$ cat config.mk
export PLATFORM = sky130hd
export DESIGN_NAME = gvis_row
export DESIGN_NICKNAME = d
export VERILOG_FILES = /design/src/rtl/gvis_pkg.sv /design/src/rtl/gvis_row.sv
export SDC_FILE = /design/constraint.sdc
export NUM_CORES = 2
export LEC_CHECK = 0
export BUFFER_PORTS_ARGS = -buffer_cell sky130_fd_sc_hd__buf_2
export CORE_AREA = 2 2 435 437
export DETAILED_ROUTE_END_ITERATION = 10
export DIE_AREA = 0 0 437 439
export SLEW_MARGIN = 20
export SYNTH_ARGS = -nofsm -noshare
export SYNTH_HDL_FRONTEND = slang
export SYNTH_SLANG_ARGS = --single-unit
$ cat constraint.sdc
create_clock -name clk_i -period 13.45 [get_ports clk_i]
set_clock_uncertainty 0.05 [all_clocks]
set_input_delay 1.345 -clock clk_i [delete_from_list [all_inputs] [get_ports clk_i]]
set_output_delay 1.345 -clock clk_i [all_outputs]
set_load 0.005 [all_outputs]
$ cat src/rtl/gvis_pkg.sv
// ----------------------------------------------------------------------------
// gvis_pkg
// Shared constants and types of the g-vector indexing score block.
// ----------------------------------------------------------------------------
package gvis_pkg;

  localparam int unsigned G_WIDTH_DEF     = 24;
  localparam int unsigned COUNT_WIDTH_DEF = 32;

  localparam int unsigned ENTRY_W    = 20;
  localparam int unsigned ROW_W      = 3 * ENTRY_W;
  localparam int unsigned TOL_W      = 32;
  localparam int unsigned SQ_W       = 32;
  localparam int unsigned RESID_W    = 16;
  localparam int unsigned OUT_W      = 32;
  localparam int unsigned CFG_ADDR_W = 2;
  localparam int unsigned CFG_DATA_W = ROW_W;

  localparam logic [CFG_ADDR_W-1:0] REG_MATRIX_ROW0 = 2'd0;
  localparam logic [CFG_ADDR_W-1:0] REG_MATRIX_ROW1 = 2'd1;
  localparam logic [CFG_ADDR_W-1:0] REG_MATRIX_ROW2 = 2'd2;
  localparam logic [CFG_ADDR_W-1:0] REG_TOL_SQ      = 2'd3;

  typedef struct packed {
    logic s1;
    logic s2;
    logic s3;
    logic s4;
  } stage_en_t;

endpackage

$ cat src/rtl/gvis_row.sv
// ----------------------------------------------------------------------------
// gvis_row
// One matrix row: products, fractional part, rounded residual, square.
// ----------------------------------------------------------------------------
module gvis_row #(
  parameter int unsigned G_WIDTH = gvis_pkg::G_WIDTH_DEF
) (
  input  logic                              clk_i,
  input  gvis_pkg::stage_en_t               en_i,
  input  logic [gvis_pkg::ROW_W-1:0]        row_i,
  input  logic signed [G_WIDTH-1:0]         gx_i,
  input  logic signed [G_WIDTH-1:0]         gy_i,
  input  logic signed [G_WIDTH-1:0]         gz_i,
  output logic [gvis_pkg::SQ_W-1:0]         sq_o
);

  localparam int unsigned FRAC_W = G_WIDTH + 8;
  localparam int unsigned PROD_W = gvis_pkg::ENTRY_W + G_WIDTH;
  localparam logic [FRAC_W-1:0] HALF = FRAC_W'(1) << (FRAC_W - 1);
  localparam logic [FRAC_W-1:0] RND  = FRAC_W'(1) << (FRAC_W - 17);

  logic signed [gvis_pkg::ENTRY_W-1:0] ent [3];
  logic signed [G_WIDTH-1:0]           g   [3];
  logic signed [PROD_W-1:0]            prod [3];
  logic [FRAC_W-1:0]                   prod_q [3];
  logic [FRAC_W-1:0]                   frac_d, frac_q;
  logic [FRAC_W-1:0]                   mag, rsum;
  logic [gvis_pkg::RESID_W-1:0]        resid_d, resid_q;
  logic [gvis_pkg::SQ_W-1:0]           sq_d, sq_q;

  assign g[0] = gx_i;
  assign g[1] = gy_i;
  assign g[2] = gz_i;

  always_comb begin
    for (int c = 0; c < 3; c++) begin
      ent[c]  = row_i[gvis_pkg::ENTRY_W*c +: gvis_pkg::ENTRY_W];
      prod[c] = PROD_W'(ent[c]) * PROD_W'(g[c]);
    end
  end

  assign frac_d  = prod_q[0] + prod_q[1] + prod_q[2];
  assign mag     = (frac_q <= HALF) ? frac_q : (~frac_q + FRAC_W'(1));
  assign rsum    = mag + RND;
  assign resid_d = rsum[FRAC_W-1 -: gvis_pkg::RESID_W];
  assign sq_d    = gvis_pkg::SQ_W'(resid_q) * gvis_pkg::SQ_W'(resid_q);

  always_ff @(posedge clk_i) begin
    if (en_i.s1) begin
      for (int c = 0; c < 3; c++) begin
        prod_q[c] <= prod[c][FRAC_W-1:0];
      end
    end
    if (en_i.s2) begin
      frac_q <= frac_d;
    end
    if (en_i.s3) begin
      resid_q <= resid_d;
    end
    if (en_i.s4) begin
      sq_q <= sq_d;
    end
  end

  assign sq_o = sq_q;

endmodule

### After elaboration in Yosys (flattened, before gate mapping)

Memories as Yosys holds them, arrays and structs flattened.
Cells that the tools add are included.

* $mul: 4
* equal/unequal tests: 0
* bitwise operators: 1
* div/mod/pow operators: 0
* add/sub/neg operators: 4
* reduce and logical (&&, ||, !) cells: 0
* muxes and demuxes: 3
* $lt $le $gt $ge: 1
* shifts and indexed selects: 0

Operators by type and width (count)
* multiplier 20 x 24 -> 32 bit: 3
* adder 32 bit: 2
* adder 32 x 1 -> 32 bit, second input constant: 1
* adder 32 x 16 -> 32 bit, second input constant: 1
* <= comparator 32 bit, second input constant: 1
* multiplier 16 x 16 -> 32 bit: 1
* two-way mux 32 bit: 1
* inverter 32 bit: 1
* two-way mux 1 bit: 2

* memories: 1
* latch bits: 0
* bits in writable memories: 96
* bits in read-only memories: 0
* output and inout port bits: 32
* bits of input ports: 137
* register bits: 80
* logic and storage cells: 17

Memory list
* prod_q: depth 3, bits a word 32, read ports 3, clocked after memory_dff 0, write ports 3, RTL line gvis_row.sv:25 `logic [FRAC_W-1:0] prod_q [3];`

### Longest topological paths before layout

* depth in word-level cells: 4
* depth in mapped cells: 27
* mapped depth without buffers: 26

### Least setup slack after synthesis

No wires, ideal clock.

* kind: in2reg
* from: input port gz_i[12]
* to: memory prod_q[0][94] (netlist bit), data pin
* cell stages on the path: 24
* setup slack: 5.614 ns
* required time: 13.220 ns
* library setup time: 0.180 ns
* path buffers: 2
* arrival: 7.606 ns
* cells stage by stage: clkbuf_1 > clkbuf_1 > and2_1 > fa_1 > fa_1 > inv_1 > fa_1 > inv_1 > fa_1 > fa_1 > fa_1 > inv_1 > fa_1 > inv_1 > ha_1 > a21o_1 > a211oi_1 > nor3b_2 > nor3_1 > o31a_1 > o21a_1 > nor2b_1 > o21a_1 > o311ai_1

RTL lines
* start, declared: RTL line gvis_row.sv:13 `input logic signed [G_WIDTH-1:0] gz_i,`
* end, declared: RTL line gvis_row.sv:25

==> impl_metrics.tcl <==
set metrics [dict create \
    postRouteAntennaNets 0 \
    maxSlewViolCount 0 \
    yosysUniqueCellTypes 77 \
    setup_violations 0 \
    startpoint_type "input pin" \
    outcome "completed" \
    worst_pin_slew_ns 0.842 \
    drive_gt1_share_pct 4.02 \
    dieArea_mm2 0.192 \
    cts-root-buf "clkbuf_16" \
    cts.sinks 175 \
    wire_per_inst_um 16.2 \
    post-route-util_pct 31.8 \
    setup_tns_ns 0 \
    grt_pass1_wl_mm 226 \
    crit_required_ns 13.57 \
    start_util_pct 29.8 \
    clkTransAtPathRegs_ns 0.08 \
    report.final.hold_viol_count 0 \
    min_from "frac_q[21]$_DFFE_PP_" \
    port_buffers 167 \
    ys.flop_type "edfxtp_1" \
    rsz0062_at_grt "no" \
    via_per_inst 4.51 \
    maxSlewHeadroom_pct 43.9 \
    fp.dieH_um 439 \
    gp_congestion 0.847 \
    fin_crit_sh_pct 59.0 \
    cts_inserted_buffers 17 \
    grt_max_degree 53 \
    path_max_fanout 24 \
    clock_latency_ns 0.45 \
    htreeDepth 4 \
    cts_setup_buffers 0 \
    arrival_ns 8.06 \
    die_w_um 437 \
    timing.fmax_ghz 0.126 \
    whs_ns 0.639 \
    routed_wl_mm 136 \
    ys_seq_area_share_pct 9.43 \
    reg2reg_depth 22 \
    r2r-end "sq_o[30]$_DFFE_PP_" \
    hold_path_depth 1 \
    hold_end "resid_q[5]$_DFFE_PP_" \
    gr-usage-all-layers_pct 14.6 \
    clock_path_buffers 2 \
    rrSetupSlack_ns 6.01 \
    min_period_ns 7.94 \
    antenna_found_initial 16 \
    endpoint_kind "flip-flop" \
    synth-edff-count 175 \
    ctsHoldBuffers 0 \
    drc 0 \
    cts_resized 0 \
    cts_tree "built" \
    core_area_mm2 0.187 \
    r2r_start "resid_q[8]$_DFFE_PP_" \
    post-dp-hpwl_mm 111 \
    area_growth_pct 6.64 \
    hold_path.class "flip-flop to flip-flop" \
    synth.yosys.warnings 0 \
    rows 159 \
    first_global_vias 42500 \
    ys_ff_latch 175 \
    vias 37900 \
    netlist_area_mm2 0.0557 \
    synthCells 5930 \
    crit_type "input pin to flip-flop" \
    cap_violations 0 \
    gr-total-overflow 0 \
    synthArstFlopShare_pct 0 \
    syn_nets 7755 \
    final_nets 7709 \
    avgSynthCellArea_um2 9.40 \
    first_pass_iters 5 \
    pin_count 169 \
    drt_iter0_drc 1869 \
]
cells in the mapped netlist, types with 9 or more instances:
master,count,area [um2]
inv_1,1546,5800
fa_1,1250,25000
and2_1,756,4730
nand2_1,620,2330
ha_1,438,5480
clkbuf_1,225,845
xnor2_1,195,1710
edfxtp_1,175,5260
a21oi_1,121,606
nor2_1,120,450
a21o_1,63,473
xor2_1,62,543
o21ai_0,52,260
nand2b_1,27,169
nand3_1,25,125
o21a_1,24,180
o21bai_1,21,158
nor3_1,19,95.1
nor2b_1,16,100
a211oi_1,15,113
a31oi_1,14,87.6
or3_1,9,56.3
metal layers:
metal / global-route usage, % / wire (um) / up-vias
met2: 26.2 / 69200 / 859
met5: 0 / 50 / -
met3: 1.84 / 6240 / 177
li1: - / - / 17200
met4: 3.03 / 2650 / 8
met1: 18.8 / 58100 / 19600
kinds of logic (layout without fill, tap and decap cells):
| family | Yosys count | count (layout) | synth area share [%] |
|---|---|---|---|
| AO/OA/AOI/OAI | 387 | 387 | 4.61 |
| XOR/XNOR | 257 | 257 | 4.04 |
| adder cells (fa/ha/maj) | 1689 | 1689 | 54.7 |
| buffers and inverters | 1781 | 1748 | 12.0 |
| flip-flops | 175 | 175 | 9.43 |
| multiplexers | 1 | 1 | 0.0202 |
| other | 1 | 6 | 0.00673 |
| AND/OR/NAND/NOR | 1639 | 1639 | 15.1 |
through the flow:
step	worst slack [ns]	cell area [um2]	instances
2_1_floorplan	5.61	55700	5930
3_3_place_gp	5.21	58800	8360
3_5_place_dp	5.04	58800	8360
4_1_cts	5.54	59400	8392
5_1_grt	5.16	59400	8396
6_report	5.51	59400	8397
critical path, cell delays in order:
cell	delay [ns]
buf_2	0.47
nand2_1	0.17
fa_1	0.53
fa_1	0.57
fa_1	0.45
fa_1	0.56
inv_1	0.06
fa_1	0.48
fa_1	0.49
inv_1	0.05
fa_1	0.48
inv_1	0.05
ha_1	0.37
a21o_1	0.15
a211oi_1	0.09
a21oi_1	0.25
nand2_1	0.11
a2111oi_0	0.46
o31a_1	0.24
o21a_1	0.16
nor2b_1	0.23
o21a_1	0.20
o311ai_1	0.11
cell type report:
| cell class | instances | area [um2] |
|---|---|---|
| repair buffers | 168 | 846 |
| well taps | 2495 | 3120 |
| inverters | 1548 | 5810 |
| fillers | 19400 | 128000 |
| clock inverters | 15 | 185 |
| flip-flops and latches | 175 | 5260 |
| clock buffers | 17 | 425 |
| diodes | 5 | 12.5 |
| multi-input cells | 3974 | 43800 |
worst max path at each step:
stage | from | to | slack, ns | depth (start not counted)
final | row_i[45] | prod_q[0][94]$_DFFE_PP_ | 5.51 | 23
after global routing | row_i[45] | prod_q[0][94]$_DFFE_PP_ | 5.16 | 23
after CTS | row_i[45] | prod_q[0][94]$_DFFE_PP_ | 5.54 | 23
after detailed placement | row_i[45] | prod_q[0][94]$_DFFE_PP_ | 5.04 | 23
after global placement | gx_i[9] | prod_q[0][31]$_DFFE_PP_ | 5.21 | 26
after floorplan | gz_i[12] | prod_q[0][94]$_DFFE_PP_ | 5.61 | 24
state kept, by name, summed over array words and instances (netlist names):
register  count
frac_q       32
resid_q      16
prod_q       96
sq_o         31
cell usage in the layout (no fill, tap or decap), types with 5 or more instances in the layout:
master	instances
edfxtp_1	175
fa_1	1250
a31o_2	5
nor2_1	120
clkbuf_16	17
nor2b_1	16
and2_1	756
nor4_1	5
o21a_1	24
inv_1	1546
and3_1	7
diode_2	5
a21oi_1	121
a211o_1	7
o21ai_0	52
or3_1	9
xor2_1	62
nand4_1	8
o22ai_1	6
o211ai_1	7
clkinv_8	6
buf_2	166
ha_1	438
o31ai_1	5
nand3_1	25
a21o_1	63
o21bai_1	21
xnor2_1	195
nand2b_1	27
nand2_1	620
a21boi_0	6
nor3_1	19
or2_2	6
a211oi_1	15
a31oi_1	14
Power is not shown: default switching activity piles up to over one toggle a cycle in this logic, so the estimate is an artifact.
