===== config.mk =====
export PLATFORM = sky130hd
export DESIGN_NAME = gvis_score
export DESIGN_NICKNAME = d
export VERILOG_FILES = /design/src/rtl/gvis_pkg.sv /design/src/rtl/gvis_score.sv
export SDC_FILE = /design/constraint.sdc
export NUM_CORES = 1
export LEC_CHECK = 0
export BUFFER_PORTS_ARGS = -buffer_cell sky130_fd_sc_hd__buf_4
export CORE_ASPECT_RATIO = 0.8
export CORE_MARGIN = 1
export CORE_UTILIZATION = 27
export CTS_CLUSTER_DIAMETER = 30
export CTS_CLUSTER_SIZE = 20
export DETAILED_ROUTE_END_ITERATION = 8
export PLACE_DENSITY_LB_ADDON = 0.2
export SLEW_MARGIN = 20
export SYNTH_ARGS = -nofsm -noshare
export SYNTH_HDL_FRONTEND = slang
export SYNTH_SLANG_ARGS = --single-unit

===== constraint.sdc =====
create_clock -name clk_i -period 3.26 [get_ports clk_i]
set_input_delay 0.652 -clock clk_i [delete_from_list [all_inputs] [get_ports clk_i]]
set_output_delay 0.652 -clock clk_i [all_outputs]
set_load 0.05 [all_outputs]

===== src/rtl/gvis_pkg.sv =====
// ----------------------------------------------------------------------------
// gvis_pkg
// Shared constants and types of the g-vector indexing score block.
// ----------------------------------------------------------------------------
package gvis_pkg;

  localparam int unsigned G_WIDTH_DEF     = 24;
  localparam int unsigned COUNT_WIDTH_DEF = 32;

  localparam int unsigned ENTRY_W    = 20;
  localparam int unsigned ROW_W      = 3 * ENTRY_W;
  localparam int unsigned TOL_W      = 32;
  localparam int unsigned SQ_W       = 32;
  localparam int unsigned RESID_W    = 16;
  localparam int unsigned OUT_W      = 32;
  localparam int unsigned CFG_ADDR_W = 2;
  localparam int unsigned CFG_DATA_W = ROW_W;

  localparam logic [CFG_ADDR_W-1:0] REG_MATRIX_ROW0 = 2'd0;
  localparam logic [CFG_ADDR_W-1:0] REG_MATRIX_ROW1 = 2'd1;
  localparam logic [CFG_ADDR_W-1:0] REG_MATRIX_ROW2 = 2'd2;
  localparam logic [CFG_ADDR_W-1:0] REG_TOL_SQ      = 2'd3;

  typedef struct packed {
    logic s1;
    logic s2;
    logic s3;
    logic s4;
  } stage_en_t;

endpackage


===== src/rtl/gvis_score.sv =====
// ----------------------------------------------------------------------------
// gvis_score
// Tolerance compare, saturating count and registered result output.
// ----------------------------------------------------------------------------
module gvis_score #(
  parameter int unsigned COUNT_WIDTH = gvis_pkg::COUNT_WIDTH_DEF
) (
  input  logic                       clk_i,
  input  logic                       rst_ni,
  input  logic                       valid_i,
  input  logic                       last_i,
  input  logic [gvis_pkg::SQ_W-1:0]  sq_i [3],
  input  logic [gvis_pkg::TOL_W-1:0] tol_i,
  output logic                       ready_o,
  output logic                       m_tvalid_o,
  input  logic                       m_tready_i,
  output logic [gvis_pkg::OUT_W-1:0] m_tdata_o
);

  localparam logic [COUNT_WIDTH-1:0] CNT_MAX = '1;

  logic [gvis_pkg::SQ_W-1:0]         sum;
  logic                              hit_q, last_q, valid_q;
  logic                              consume, emit;
  logic [COUNT_WIDTH-1:0]            cnt_q, cnt_d, cnt_inc;
  logic [COUNT_WIDTH+gvis_pkg::OUT_W-1:0] cnt_ext;
  logic                              out_valid_q, out_valid_d;
  logic [gvis_pkg::OUT_W-1:0]        out_data_q;

  assign sum     = sq_i[0] + sq_i[1] + sq_i[2];
  assign consume = valid_q && (!last_q || !out_valid_q || m_tready_i);
  assign emit    = consume && last_q;
  assign ready_o = !valid_q || consume;

  assign cnt_inc = (hit_q && cnt_q != CNT_MAX) ? cnt_q + COUNT_WIDTH'(1) : cnt_q;
  assign cnt_ext = {{gvis_pkg::OUT_W{1'b0}}, cnt_inc};

  always_comb begin
    cnt_d = cnt_q;
    if (consume) begin
      cnt_d = last_q ? '0 : cnt_inc;
    end
  end

  assign out_valid_d = (out_valid_q && !m_tready_i) || emit;

  always_ff @(posedge clk_i or negedge rst_ni) begin
    if (!rst_ni) begin
      valid_q     <= 1'b0;
      cnt_q       <= '0;
      out_valid_q <= 1'b0;
    end else begin
      if (ready_o) begin
        valid_q <= valid_i;
      end
      cnt_q       <= cnt_d;
      out_valid_q <= out_valid_d;
    end
  end

  always_ff @(posedge clk_i) begin
    if (ready_o) begin
      hit_q  <= sum < tol_i;
      last_q <= last_i;
    end
    if (emit) begin
      out_data_q <= cnt_ext[gvis_pkg::OUT_W-1:0];
    end
  end

  assign m_tvalid_o = out_valid_q;
  assign m_tdata_o  = out_data_q;

`ifndef SYNTHESIS
  a_clear_after_emit : assert property (@(posedge clk_i) disable iff (!rst_ni)
    emit |=> cnt_q == '0)
    else $error("count not cleared after result");

  a_count_saturates : assert property (@(posedge clk_i) disable iff (!rst_ni)
    (cnt_q == CNT_MAX && !emit) |=> cnt_q == CNT_MAX)
    else $error("count wrapped past maximum");

  a_stall_cause : assert property (@(posedge clk_i) disable iff (!rst_ni)
    !ready_o |-> (out_valid_q && !m_tready_i && last_q))
    else $error("score stage stalled without a blocked result");

  a_emit_valid : assert property (@(posedge clk_i) disable iff (!rst_ni)
    emit |=> out_valid_q)
    else $error("result lost");
`endif

endmodule


# After elaboration in Yosys (flattened, before gate mapping)
# Index checks and enable logic that the tools add are counted.
dict set report classes {
  magnitude_cmp 1
  n_reduce_logical 12
  muxes 2
  addsub 3
  eq_ne 1
}
# operator n
set ops {}
lappend ops {{adder 32 bit} 2}
lappend ops {{two-way mux 32 bit} 2}
lappend ops {{adder 32 x 1 -> 32 bit, second input constant} 1}
lappend ops {{< comparator 32 bit} 1}
lappend ops {{!= test 32 bit, second input constant} 1}
lappend ops {{logical AND 1 bit} 4}
lappend ops {{zero test 1 bit} 4}
lappend ops {{logical OR 1 bit} 4}
dict set report totals {
  in_bits 133
  wordCells 25
  regBits 68
  out_inout_bits 34
}

# Longest topological paths before layout
dict set report logic_depth {
  depth_word 6
  depth_mapped 19
  ltp_nobuf 19
}

# Worst setup path after synthesis
# No wires, ideal clock.
dict set report synth_timing {
  path_kind {input-to-reg}
  from {input port sq_i[1] (netlist name)}
  to {register hit_q (data pin)}
  path_buffers 0
  arrival_ns 4.117
  setup_time_ns 0.167
  slack_ns -1.024
  cell_stages 19
  t_required_ns 3.093
  path_cell_list {inv_1 fa_1 inv_1 ha_1 inv_1 fa_1 nor2b_1 o31a_1 o21ai_1 a2111oi_2 nor2_1 xnor2_1 ha_1 a21o_1 a21o_1 a211oi_1 o21bai_1 a21o_1 a211oi_1}
}
dict set report synth_between {
  elab_chain_len 2
}
# element line_no
set synth_rtl {}
lappend synth_rtl {{from (decl)} gvis_score.sv:12} ;# input logic [gvis_pkg::SQ_W-1:0] sq_i [3],
lappend synth_rtl {{adder 32 bit} gvis_score.sv:30} ;# assign sum = sq_i[0] + sq_i[1] + sq_i[2];
lappend synth_rtl {{< comparator 32 bit} gvis_score.sv:63} ;# hit_q <= sum < tol_i;
lappend synth_rtl {{to (signal assigned)} gvis_score.sv:63}
lappend synth_rtl {{to (decl)} gvis_score.sv:23} ;# logic hit_q, last_q, valid_q;
# Every way passes these cells.
# A chain may end at the register's enable or synchronous reset.

# Final worst setup path
dict set report layout_timing {
  from {input port sq_i[33] (netlist name)}
  to {register hit_q (data pin)}
}
dict set report layout_between {
  elab_chain_len 3
}
# element line_no
set layout_rtl {}
lappend layout_rtl {{adder 32 bit (2 in a row)} gvis_score.sv:30}
lappend layout_rtl {{< comparator 32 bit} gvis_score.sv:63}
# Every way passes these cells.

==> flow_summary.toml <==
[clock_tree]
cts_made_buffers = 9
tritoncts = "yes"
cts_root_buffer = "clkbuf_16"
htreeDepth = 3
clk_path_buf_depth = 2
cts_hold_buffers = 0
path_clk_slew_ns = 0.06
clock_latency_ns = 0.33
clock_sinks = 68

[sta]
period_minus_slack_ns = 3.981
rsz0062_at_grt = "true"
clock_skew_ns = 0.005899
max_freq_ghz = 0.2512
post-route-period-util_pct = 122.1
maxSlewViolCount = 0
setup_violations = 1
hold_slack_ns = 0.2800
hold_violations = 0
worst_pin_slew_ns = 0.8506
timing.final.ws_setup_ns = -0.7208
slew_headroom_pct = 43.29

[flow_run]
drv_cap = 0

[floorplanning]
core_area_mm2 = 0.02438
io-pin-count = 167
fp.dieH_um = 142.9
die_w_um = 178.1
die-area_mm2 = 0.02546
start_util_pct = 27.49
num_rows = 51

[placement]
place_area_mm2 = 0.009070
numPortBuffers = 166
dpl.hpwl_um = 15220
place_congestion = 0.8439
pre_cts_ws_ns = -1.329

[outcome]
status = "complete, but fails checks"
violations = "DRC, setup timing"

[global_route]
overflow = 0
antenna_found_initial = 0
grt_pass1_vias = 6087
grt_use_total_pct = 14.97
grt_max_degree = 35
grt_pass1_wl_um = 30510

[cells_and_area]
num_antenna_cells = 0
final_area_mm2 = 0.009525
syn_to_final_growth_pct = 42.14
drive_gt1_share_pct = 34.47
nets = 1218

[critical_path]
r2r_start = "cnt_q[0]$_DFFE_PN0P_"
crit_required_ns = 3.43
reg2reg_to = "cnt_q[4]$_DFFE_PN0P_"
startpoint_type = "input pin"
rr_worst_depth = 7
cp.arrival_ns = 4.15
r2r_slack_ns = 0.90
worstSetupPathType = "in2reg"
critPathMaxFanout = 3
critPathCaptureType = "flip-flop"

[logic_synthesis]
ys_types = 69
syn_nets = 955
synthFlopType = "edfxtp_1"
synth_cells = 728
syn-cell-area_mm2 = 0.006701
ys_seq_elements = 68
synth-edff-count = 34
yosysSeqAreaShare_pct = 27.93
synth_async_sr_flop_share_pct = 50.00
synth_warnings = 0
syn_area_per_cell_um2 = 9.205

[detailed_routing]
first_pass_iters = 7
dr_total_vias = 6137
drc = 2
vias_per_cell = 4.674
postRouteWirelength_um = 18310
detail-route-antenna-nets = 0
drtIter0Drc = 395
wire_per_inst_um = 13.94

[worst_hold_path]
hp-class = "in2async"

[power_and_ir_drop]
peakVddDrop_v = 0.0002683
power.density_mw_per_mm2 = 467.5
power_mw = 4.453
leakagePower_nw = 4.421
state kept, by name (all words and copies together), names as in the netlist:
name and cells:
valid_q 1, hit_q 1, last_q 1, m_tvalid_o 1, m_tdata_o 32, cnt_q 32
critical path, stage by stage:
cell and delay [ns]:
buf_6 0.08, inv_4 0.03, fa_1 0.47, inv_2 0.08, ha_4 0.13, inv_2 0.03, fa_2 0.35, nor2b_2 0.13
o31a_1 0.24, o21ai_4 0.10, a2111oi_4 0.36, nor2_1 0.09, xnor2_1 0.14, ha_1 0.29, a21o_1 0.18, a21o_1 0.16
a211oi_2 0.21, o21bai_1 0.10, a21o_1 0.17, a211oi_2 0.17
cell families (layout without fill, tap and decap cells):
group,after synthesis,count (layout),synth area share (%)
muxes,10,10,1.512
DFF,68,68,27.93
and+or+nand+nor,206,206,15.85
buffers and inverters,88,355,5.545
xor gates and xnor gates,59,59,7.711
AOI/OAI and AO/OA,203,203,20.31
adders and majority gates,94,94,21.14
area by class of cell:
cell class | instances | area (um2)
tap | 318 | 397.9
timing repair buffer | 283 | 2132
multi-input combinational | 572 | 4586
sequential | 68 | 1872
clock buffer | 9 | 225.2
fill | 2517 | 14850
inverter | 57 | 224.0
clock inverter | 6 | 88.84
stage by stage:
| step | std cells | setup TNS (ns) | utilization, % |
|---|---|---|---|
| final | 1313 | -0.7208 | 39.08 |
| after global routing | 1313 | -0.9551 | 39.08 |
| after CTS | 1313 | -0.7079 | 39.05 |
| after detailed placement | 1294 | -1.329 | 37.21 |
| after global placement | 1294 | -1.248 | 37.21 |
| after floorplan | 728 | -0.9251 | - |
worst max path at each step:
stage	startpoint	to	cells after the start
after floorplan	sq_i[65]	hit_q$_DFFE_PP_	19
after global placement	sq_i[65]	hit_q$_DFFE_PP_	20
after detailed placement	sq_i[65]	hit_q$_DFFE_PP_	20
after CTS	sq_i[7]	hit_q$_DFFE_PP_	17
after global routing	sq_i[33]	hit_q$_DFFE_PP_	20
final	sq_i[33]	hit_q$_DFFE_PP_	20
repair_timing:
item | 4_1_cts | 5_1_grt
buffers inserted | 4 | 0
resized for setup | 24 | 2
endpoints found under the setup margin | 1 | 1
pin swaps | 21 | 0
hold endpoints to repair | 0 | 0
layout by cell type (no fill, tap or decap), types with 4 or more instances in the layout:
cell type  instances
buf_4            281
nand2_1           66
ha_1              60
inv_1             52
a21oi_1           46
nor2_1            41
xnor2_1           41
o21ai_0           41
dfrtp_1           34
edfxtp_1          34
fa_1              31
xor2_1            18
nand3_1           17
nand4_1           15
o21ai_1           15
and3_1            14
o31ai_1           13
a21o_1            12
and2_1            11
a31oi_1           11
mux2i_1            9
clkbuf_16          9
nor3_1             8
o211ai_1           8
o21a_1             6
a211oi_2           5
a211oi_1           5
and4_1             4
nor3_2             4
a41oi_1            4
cells in the mapped netlist (all sizes together), types with 6 or more instances:
cell | number | share of area, %
fa | 32 | 9.6
nand4 | 16 | 1.6
o31ai | 15 | 1.8
o21a | 6 | 0.67
a31oi | 12 | 1.2
inv | 57 | 3.2
xor2 | 18 | 2.4
nand2 | 66 | 3.7
and3 | 15 | 1.5
mux2i | 9 | 1.3
dfrtp | 34 | 13
and2 | 11 | 1.0
clkbuf | 17 | 0.95
o211ai | 8 | 0.90
a21o | 12 | 1.3
edfxtp | 34 | 15
xnor2 | 41 | 5.4
a211oi | 10 | 1.2
o21ai | 57 | 4.3
nand3 | 20 | 1.7
a21oi | 48 | 3.6
and4 | 6 | 0.82
nor3 | 12 | 1.0
nor2 | 43 | 2.5
ha | 62 | 12
buf | 14 | 1.4
per-layer routing:
layer	vias up	GRT usage, %	wire (um)
met2	166	22.79	7811
li1	3172	-	-
met4	0	1.979	90
met3	8	2.396	812
met1	2791	22.46	9591
met5	-	0	0
where the power goes:
group / internal [mW] / switching [mW] / total (mW)
registers: 0.977 / 0.0618 / 1.04
clock network: 0.666 / 0.363 / 1.03
logic: 1.15 / 1.23 / 2.39
Note: power is estimated with default switching activity, not from simulation.
